===== src/design/quoted_word_splitter_defines.svh =====
// Assertion macros shared by the quoted word splitter RTL.
// Each macro expects signals named clk and rst_n in the including module.
`ifndef QUOTED_WORD_SPLITTER_DEFINES_SVH
`define QUOTED_WORD_SPLITTER_DEFINES_SVH

// A condition that must hold at every clock edge out of reset.
`define QWS_ASSERT_ALWAYS(lbl, cond, msg) \
  lbl: assert property (@(posedge clk) disable iff (!rst_n) (cond)) else $error(msg);

// An implication checked in the same cycle.
`define QWS_ASSERT_IMPLY(lbl, ante, cons, msg) \
  lbl: assert property (@(posedge clk) disable iff (!rst_n) (ante) |-> (cons)) \
    else $error(msg);

`endif


===== src/design/qws_pkg.sv =====
// Package for the quoted word splitter: widths, character codes, result kinds,
// mode encoding and the result group type. Depends on nothing.
package qws_pkg;

  localparam int ARG_SLOTS_DEF = 64;
  localparam int BYTE_W        = 8;
  localparam int IDX_W         = 6;
  localparam int MAX_RES       = 3;

  localparam logic [BYTE_W-1:0] CH_NUL   = 8'h00;
  localparam logic [BYTE_W-1:0] CH_SPACE = 8'h20;
  localparam logic [BYTE_W-1:0] CH_TAB   = 8'h09;
  localparam logic [BYTE_W-1:0] CH_BSL   = 8'h5c;
  localparam logic [BYTE_W-1:0] CH_SQ    = 8'h27;
  localparam logic [BYTE_W-1:0] CH_DQ    = 8'h22;

  typedef enum logic [1:0] {
    K_BYTE  = 2'd0,
    K_WEND  = 2'd1,
    K_LINE  = 2'd2,
    K_ERROR = 2'd3
  } kind_t;

  // Lexer modes, one-hot.
  typedef enum logic [6:0] {
    M_BETWEEN = 7'b0000001,
    M_WORD    = 7'b0000010,
    M_ESC     = 7'b0000100,
    M_SQ      = 7'b0001000,
    M_DQ      = 7'b0010000,
    M_DQESC   = 7'b0100000,
    M_DISCARD = 7'b1000000
  } mode_t;

  typedef struct packed {
    kind_t              kind;
    logic [BYTE_W-1:0]  out_byte;
    logic [IDX_W-1:0]   word_index;
    logic [IDX_W-1:0]   word_total;
  } res_t;

  // All results caused by one input word, in order from res[0].
  typedef struct packed {
    logic [1:0]           n;
    res_t [MAX_RES-1:0]   res;
  } grp_t;

endpackage


===== src/design/qws_lexer.sv =====
// Mode machine of the quoted word splitter: holds mode and word count and
// turns one input word into a group of up to three results. Uses qws_pkg.
module qws_lexer
  import qws_pkg::*;
#(
  parameter int ARG_SLOTS = ARG_SLOTS_DEF
) (
  input  logic              clk,
  input  logic              rst_n,
  input  logic [BYTE_W-1:0] ch,
  input  logic              accept,
  output grp_t              grp
);

  typedef struct packed {
    mode_t             mode;
    logic [IDX_W-1:0]  cnt;
    grp_t              grp;
  } step_t;

  localparam logic [IDX_W-1:0] CNT_LIMIT = IDX_W'(ARG_SLOTS - 1);

  mode_t            mode_r, mode_nxt;
  logic [IDX_W-1:0] cnt_r, cnt_nxt;
  logic             blank;
  logic [IDX_W-1:0] idx;
  step_t            ws;

  function automatic res_t mk_res(kind_t k, logic [BYTE_W-1:0] b,
                                  logic [IDX_W-1:0] i, logic [IDX_W-1:0] t);
    res_t r;
    r.kind       = k;
    r.out_byte   = b;
    r.word_index = i;
    r.word_total = t;
    return r;
  endfunction

  // Handling of a byte inside an unquoted part of a word, with cnt words
  // started so far in the line.
  function automatic step_t word_step(logic [BYTE_W-1:0] c, logic [IDX_W-1:0] cnt);
    step_t            s;
    logic [IDX_W-1:0] wi;
    s    = '0;
    wi   = cnt - IDX_W'(1);
    s.mode = M_WORD;
    s.cnt  = cnt;
    if (c == CH_NUL) begin
      s.grp.n      = 2'd2;
      s.grp.res[0] = mk_res(K_WEND, '0, wi, '0);
      s.grp.res[1] = mk_res(K_LINE, '0, '0, cnt);
      s.mode       = M_BETWEEN;
      s.cnt        = '0;
    end else if (c == CH_SPACE || c == CH_TAB) begin
      s.grp.n      = 2'd1;
      s.grp.res[0] = mk_res(K_WEND, '0, wi, '0);
      s.mode       = M_BETWEEN;
    end else if (c == CH_BSL) begin
      s.mode = M_ESC;
    end else if (c == CH_SQ) begin
      s.mode = M_SQ;
    end else if (c == CH_DQ) begin
      s.mode = M_DQ;
    end else begin
      s.grp.n      = 2'd1;
      s.grp.res[0] = mk_res(K_BYTE, c, wi, '0);
    end
    return s;
  endfunction

  assign blank = (ch == CH_SPACE) || (ch == CH_TAB);
  assign idx   = cnt_r - IDX_W'(1);

  // Next mode, word count and result group for the byte on the input.
  always_comb begin
    mode_nxt = mode_r;
    cnt_nxt  = cnt_r;
    grp      = '0;
    ws       = '0;
    unique case (mode_r)
      M_BETWEEN: begin
        if (ch == CH_NUL) begin
          grp.n      = 2'd1;
          grp.res[0] = mk_res(K_LINE, '0, '0, cnt_r);
          cnt_nxt    = '0;
        end else if (!blank) begin
          if (cnt_r >= CNT_LIMIT) begin
            grp.n      = 2'd1;
            grp.res[0] = mk_res(K_ERROR, '0, '0, '0);
            mode_nxt   = M_DISCARD;
          end else begin
            ws       = word_step(ch, cnt_r + IDX_W'(1));
            mode_nxt = ws.mode;
            cnt_nxt  = ws.cnt;
            grp      = ws.grp;
          end
        end
      end
      M_WORD: begin
        ws       = word_step(ch, cnt_r);
        mode_nxt = ws.mode;
        cnt_nxt  = ws.cnt;
        grp      = ws.grp;
      end
      M_ESC: begin
        if (ch == CH_NUL) begin
          grp.n      = 2'd3;
          grp.res[0] = mk_res(K_BYTE, CH_BSL, idx, '0);
          grp.res[1] = mk_res(K_WEND, '0, idx, '0);
          grp.res[2] = mk_res(K_LINE, '0, '0, cnt_r);
          mode_nxt   = M_BETWEEN;
          cnt_nxt    = '0;
        end else begin
          grp.n      = 2'd1;
          grp.res[0] = mk_res(K_BYTE, ch, idx, '0);
          mode_nxt   = M_WORD;
        end
      end
      M_SQ: begin
        if (ch == CH_NUL) begin
          grp.n      = 2'd1;
          grp.res[0] = mk_res(K_ERROR, '0, '0, '0);
          mode_nxt   = M_BETWEEN;
          cnt_nxt    = '0;
        end else if (ch == CH_SQ) begin
          mode_nxt = M_WORD;
        end else begin
          grp.n      = 2'd1;
          grp.res[0] = mk_res(K_BYTE, ch, idx, '0);
        end
      end
      M_DQ: begin
        if (ch == CH_NUL) begin
          grp.n      = 2'd1;
          grp.res[0] = mk_res(K_ERROR, '0, '0, '0);
          mode_nxt   = M_BETWEEN;
          cnt_nxt    = '0;
        end else if (ch == CH_DQ) begin
          mode_nxt = M_WORD;
        end else if (ch == CH_BSL) begin
          mode_nxt = M_DQESC;
        end else begin
          grp.n      = 2'd1;
          grp.res[0] = mk_res(K_BYTE, ch, idx, '0);
        end
      end
      M_DQESC: begin
        if (ch == CH_NUL) begin
          grp.n      = 2'd1;
          grp.res[0] = mk_res(K_ERROR, '0, '0, '0);
          mode_nxt   = M_BETWEEN;
          cnt_nxt    = '0;
        end else begin
          grp.n      = 2'd1;
          grp.res[0] = mk_res(K_BYTE, ch, idx, '0);
          mode_nxt   = M_DQ;
        end
      end
      M_DISCARD: begin
        if (ch == CH_NUL) begin
          mode_nxt = M_BETWEEN;
          cnt_nxt  = '0;
        end
      end
      default: begin
        mode_nxt = M_BETWEEN;
        cnt_nxt  = '0;
      end
    endcase
  end

  // Mode and word count advance only when a word is taken.
  always_ff @(posedge clk) begin
    if (!rst_n) begin
      mode_r <= M_BETWEEN;
      cnt_r  <= '0;
    end else if (accept) begin
      mode_r <= mode_nxt;
      cnt_r  <= cnt_nxt;
    end
  end

endmodule


===== src/design/quoted_word_splitter.sv =====
// Quoted word splitter: takes a command line one byte per word and returns word bytes,
// word ends and a line end or error, one result per output word. A byte is taken every
// cycle while the two-group result buffer has room; a byte that causes several results
// holds the output until each of them has been taken, so the sustained input rate is one
// byte per cycle when each byte yields at most one result and the output is not stalled,
// set by the single output port draining the buffer. The results of an accepted byte are
// registered in the group buffer before they are shown. Uses qws_pkg and qws_lexer.
module quoted_word_splitter
  import qws_pkg::*;
#(
  parameter int ARG_SLOTS = ARG_SLOTS_DEF
) (
  input  logic              clk,
  input  logic              rst_n,
  input  logic              in_valid,
  output logic              in_ready,
  input  logic [BYTE_W-1:0] in_ch,
  output logic              out_valid,
  input  logic              out_ready,
  output logic [1:0]        out_kind,
  output logic [BYTE_W-1:0] out_byte,
  output logic [IDX_W-1:0]  out_word_index,
  output logic [IDX_W-1:0]  out_word_total,
  output logic              out_last
);

`include "quoted_word_splitter_defines.svh"

  grp_t       grp;
  logic       in_acc;
  logic       push;
  logic       pop_grp;
  logic       out_acc;
  logic       wr_at;
  grp_t       slot_r [2];
  grp_t       slot_nxt [2];
  logic [1:0] cnt_r, cnt_nxt;
  logic [1:0] pos_r, pos_nxt;
  res_t       head;

  qws_lexer #(
    .ARG_SLOTS (ARG_SLOTS)
  ) u_lexer (
    .clk    (clk),
    .rst_n  (rst_n),
    .ch     (in_ch),
    .accept (in_acc),
    .grp    (grp)
  );

  // Input side: room is judged from the registered fill only.
  assign in_ready = (cnt_r != 2'd2);
  assign in_acc   = in_valid && in_ready;
  assign push     = in_acc && (grp.n != 2'd0);

  // Output side: the head group is shown one result at a time.
  assign head           = slot_r[0].res[pos_r];
  assign out_valid      = (cnt_r != 2'd0);
  assign out_kind       = head.kind;
  assign out_byte       = head.out_byte;
  assign out_word_index = head.word_index;
  assign out_word_total = head.word_total;
  assign out_last       = (pos_r == (slot_r[0].n - 2'd1));
  assign out_acc        = out_valid && out_ready;
  assign pop_grp        = out_acc && out_last;

  // Group buffer update: shift on pop, then write behind the survivors.
  always_comb begin
    slot_nxt[0] = slot_r[0];
    slot_nxt[1] = slot_r[1];
    wr_at       = 1'b0;
    if (pop_grp) begin
      slot_nxt[0] = slot_r[1];
    end
    wr_at = cnt_r[0] && !pop_grp;
    if (push) begin
      slot_nxt[wr_at] = grp;
    end
    cnt_nxt = cnt_r + {1'b0, push} - {1'b0, pop_grp};
    pos_nxt = pos_r;
    if (out_acc) begin
      pos_nxt = out_last ? 2'd0 : pos_r + 2'd1;
    end
  end

  // Control registers.
  always_ff @(posedge clk) begin
    if (!rst_n) begin
      cnt_r <= '0;
      pos_r <= '0;
    end else begin
      cnt_r <= cnt_nxt;
      pos_r <= pos_nxt;
    end
  end

  // Result payload registers.
  always_ff @(posedge clk) begin
    slot_r[0] <= slot_nxt[0];
    slot_r[1] <= slot_nxt[1];
  end

  `QWS_ASSERT_ALWAYS(a_fill_range, cnt_r != 2'd3, "group buffer fill out of range")
  `QWS_ASSERT_IMPLY(a_head_nonempty, out_valid, slot_r[0].n != 2'd0, "empty group buffered")
  `QWS_ASSERT_IMPLY(a_pos_in_group, out_valid, pos_r < slot_r[0].n, "result position past group")
  `QWS_ASSERT_IMPLY(a_line_is_last, out_valid && (out_kind == K_LINE || out_kind == K_ERROR),
                    out_last, "line result not last of its byte")

endmodule


===== config.mk =====
export PLATFORM = sky130hd
export DESIGN_NAME = quoted_word_splitter
export DESIGN_NICKNAME = d
export VERILOG_FILES = /design/src/design/qws_pkg.sv /design/src/design/qws_lexer.sv /design/src/design/quoted_word_splitter.sv
export VERILOG_INCLUDE_DIRS = /design/src /design/src/design
export SDC_FILE = /design/constraint.sdc
export NUM_CORES = 1
export LEC_CHECK = 0
export BUFFER_PORTS_ARGS = -buffer_cell sky130_fd_sc_hd__buf_2
export CAP_MARGIN = 20
export CORE_MARGIN = 3
export CORE_UTILIZATION = 55
export CTS_BUF_LIST = sky130_fd_sc_hd__clkbuf_16
export DETAILED_ROUTE_END_ITERATION = 10
export GPL_ROUTABILITY_DRIVEN = 0
export HOLD_SLACK_MARGIN = 0.12
export PLACE_DENSITY = 0.83
export RECOVER_POWER = 25
export SLEW_MARGIN = 40
export SYNTH_ARGS = -nofsm -noshare
export SYNTH_HDL_FRONTEND = slang
export SYNTH_SLANG_ARGS = --single-unit

===== constraint.sdc =====
create_clock -name clk -period 7 [get_ports clk]
set_input_delay 0.35 -clock clk [delete_from_list [all_inputs] [get_ports clk]]
set_output_delay 0.35 -clock clk [all_outputs]
set_load 0.02 [all_outputs]

==> impl_metrics.py <==
metrics = {
    "sta": {
        "drv_slew": 0,
        "finalHoldViolCount": 0,
        "setup_viol": 0,
        "worstMarginPinSlew_ns": 0.926,
        "finClkSkew_ns": 0.00954,
        "setup-tns-final_ns": 0,
        "layout_min_cycle_time_ns": 4.28,
        "setup_ws_ns": 2.72,
        "max_slew_margin_pct": 38.2,
        "fmax_ghz": 0.234,
        "period_share_pct": 61.2,
        "grt_setup_unrepaired": "false",
    },
    "pwr": {
        "vdd_drop_max_mv": 0.244,
        "p_leak_uw": 0.00321,
        "cellPowerDensity_nw_per_um2": 432,
        "total_power_uw": 3590,
    },
    "yosys": {
        "synth_ff_type": "dfxtp_1",
        "netlist-cell-type-count": 61,
        "synth_edf_count": 67,
        "ys_async_sr_fraction_pct": 0,
        "synthMuxAreaShare_pct": 9.95,
        "synth_adder_area_share_pct": 0.833,
        "synth_seq_area_share_pct": 49.5,
        "synth-xor-area-share_pct": 1.52,
        "synth_compound_area_share_pct": 12.7,
        "avgSynthCellArea_um2": 9.33,
        "synthCells": 805,
        "syn-num-nets": 822,
        "yosysWarnings": 0,
        "ys_seq_elements": 152,
        "yosys.area_share.simple_pct": 21.6,
        "synth_top_family_by_area": "simple AND/OR/NAND/NOR gates",
        "synth_area_um2": 7510,
    },
    "global_route": {
        "antenna_found_initial": 0,
        "grt_pass1_vias": 5614,
        "grt.busiest_layer": "met2",
        "grt_util_met3_pct": 6.68,
        "use_met1_pct": 31.9,
        "use_met2_pct": 39.1,
        "grt_max_degree": 68,
        "grt_pass1_wl_mm": 28.4,
        "grt_use_total_pct": 24.1,
        "grt_overflow": 0,
    },
    "setup_path": {
        "endpoint_kind": "flop",
        "r2r_start": "pos_r[1]",
        "path_max_fanout": 54,
        "path_class": "flop to flop",
        "r2r_cells": 10,
        "required_ns": 7.10,
        "r2r_slack_ns": 2.72,
        "cp-start-kind": "flop",
        "critPathArrivalTime_ns": 4.38,
    },
    "placed_design": {
        "port_buffers": 36,
        "preCtsSetupSlack_ns": 2.78,
        "hpwl_mm": 11.6,
    },
    "floorplanning": {
        "pin_count": 37,
        "die_x_um": 123,
        "die_h_um": 123,
        "num_rows": 42,
        "start_util_pct": 56.5,
        "dieArea_um2": 15100,
        "core_um2": 13300,
    },
    "layout": {
        "fin_util_pct": 62.6,
        "drive_gt1_share_pct": 11.9,
        "antennaDiodeCount": 0,
        "syn_to_final_growth_pct": 10.8,
        "layout_common_cells": "169 x nand2_1, 85 x dfxtp_1, 67 x edfxtp_1",
        "fin_nets": 831,
        "final_common_cell": "nand2_1",
    },
    "route": {
        "ant_nets": 0,
        "vias": 6020,
        "drc": 0,
        "totalWireLength_mm": 17.8,
        "first_iter_violations": 616,
        "post_drt_wl_per_cell_um": 17.8,
        "vias_per_cell": 6.00,
        "firstDrtPassIters": 5,
    },
    "flow_run": {
        "maxCapViolCount": 0,
    },
    "clock_tree": {
        "tritoncts": "built",
        "clk_latency_ns": 0.43,
        "postCtsSetupBuffers": 0,
        "htreeDepth": 4,
        "cts_root_buf": "clkbuf_16",
        "holdBufCountCts": 0,
        "ctsResizeCount": 0,
        "numCtsBuffers": 17,
        "clockBufferDepth": 2,
        "cts_sinks": 152,
        "clk_pin_slew_ns": 0.06,
    },
    "worst_hold_path": {
        "hold_path.class": "primary input to flop",
        "min-delay-start": "rst_n",
        "min_to": "u_lexer.mode_r[0]",
        "hold_depth": 2,
    },
    "run_status": {
        "status": "finished, final reports clean",
    },
}
==> through the flow <==
stage / hold WS (ns) / std cells / cell area (µm²)
6_report: 0.237 / 1003 / 8320
5_1_grt: 0.265 / 1003 / 8320
4_1_cts: 0.223 / 1003 / 8350
3_5_place_dp: 0.448 / 971 / 7750
3_3_place_gp: 0.443 / 971 / 7740
2_1_floorplan: 0.436 / 805 / 7510
==> worst max-delay path, stage by stage, from the launching register on <==
cell	delay [ns]
dfxtp_1	0.92
xnor2_1	0.24
nand3_1	0.14
o21ai_0	0.19
and2_4	0.37
inv_2	0.13
ha_2	0.58
clkinv_1	0.14
buf_4	0.24
nor2_4	0.54
buf_4	0.42
==> synthesized netlist by cell type (all sizes together) (3+ instances only) <==
cell | count | area (µm²)
nor2b | 28 | 175
nor2 | 39 | 146
a21oi | 53 | 277
and3 | 8 | 50.1
a32o | 3 | 30.0
nand2 | 170 | 654
inv | 13 | 53.8
mux2i | 39 | 390
nand3 | 25 | 125
edfxtp | 67 | 2010
nand3b | 3 | 22.5
nor4 | 3 | 18.8
mux2 | 26 | 357
o22ai | 5 | 31.3
nand4b | 3 | 26.3
ha | 5 | 62.6
o211ai | 5 | 42.5
or3 | 4 | 25.0
xnor2 | 8 | 70.1
a31oi | 3 | 18.8
nand2b | 4 | 25.0
o21ai | 58 | 290
xor2 | 5 | 43.8
or2 | 3 | 18.8
nor3 | 22 | 110
and2 | 13 | 81.3
nand4 | 5 | 31.3
clkbuf | 40 | 150
buf | 13 | 78.8
o31ai | 3 | 22.5
a211oi | 5 | 37.5
dfxtp | 85 | 1700
or4 | 7 | 56.3
o21a | 9 | 67.6
==> cells by family after synthesis <==
group	after synthesis
DFF	152
xor gates and xnor gates	13
buffers and inverters	68
AOI/OAI and AO/OA	159
and+or+nand+nor	343
muxes	65
adders and majority gates	5
==> worst max path at each step <==
stage | from | cells past startpoint | slack (ns) | to
after global routing | pos_r[1] | 10 | 2.44 | flop
after detailed placement | pos_r[1] | 10 | 2.78 | flop
after floorplan | pos_r[0] | 14 | 1.48 | flop
after global placement | pos_r[1] | 10 | 2.33 | flop
after CTS | pos_r[1] | 10 | 2.78 | flop
final | pos_r[1] | 10 | 2.72 | flop
==> area by class of cell <==
cell class	count	area, µm²
well taps	176	220
flip-flops and latches	152	3710
inverters	15	61.3
clock inverters	15	173
fillers	1051	4980
repair buffers	43	215
multi-input cells	585	3510
clock buffers	17	425
==> layer usage <==
layer | share of wire (%) | routed length (µm)
met1 | 44 | 7770
met2 | 48 | 8490
met3 | 7.6 | 1360
met4 | 1.2 | 221
met5 | 0 | 0
==> where the power goes <==
group          total, µW  internal [µW]  switching [µW]
clock network        939            562             377
registers           1410           1250             158
logic               1240            472             769
Power figures use the tool's default switching activity.
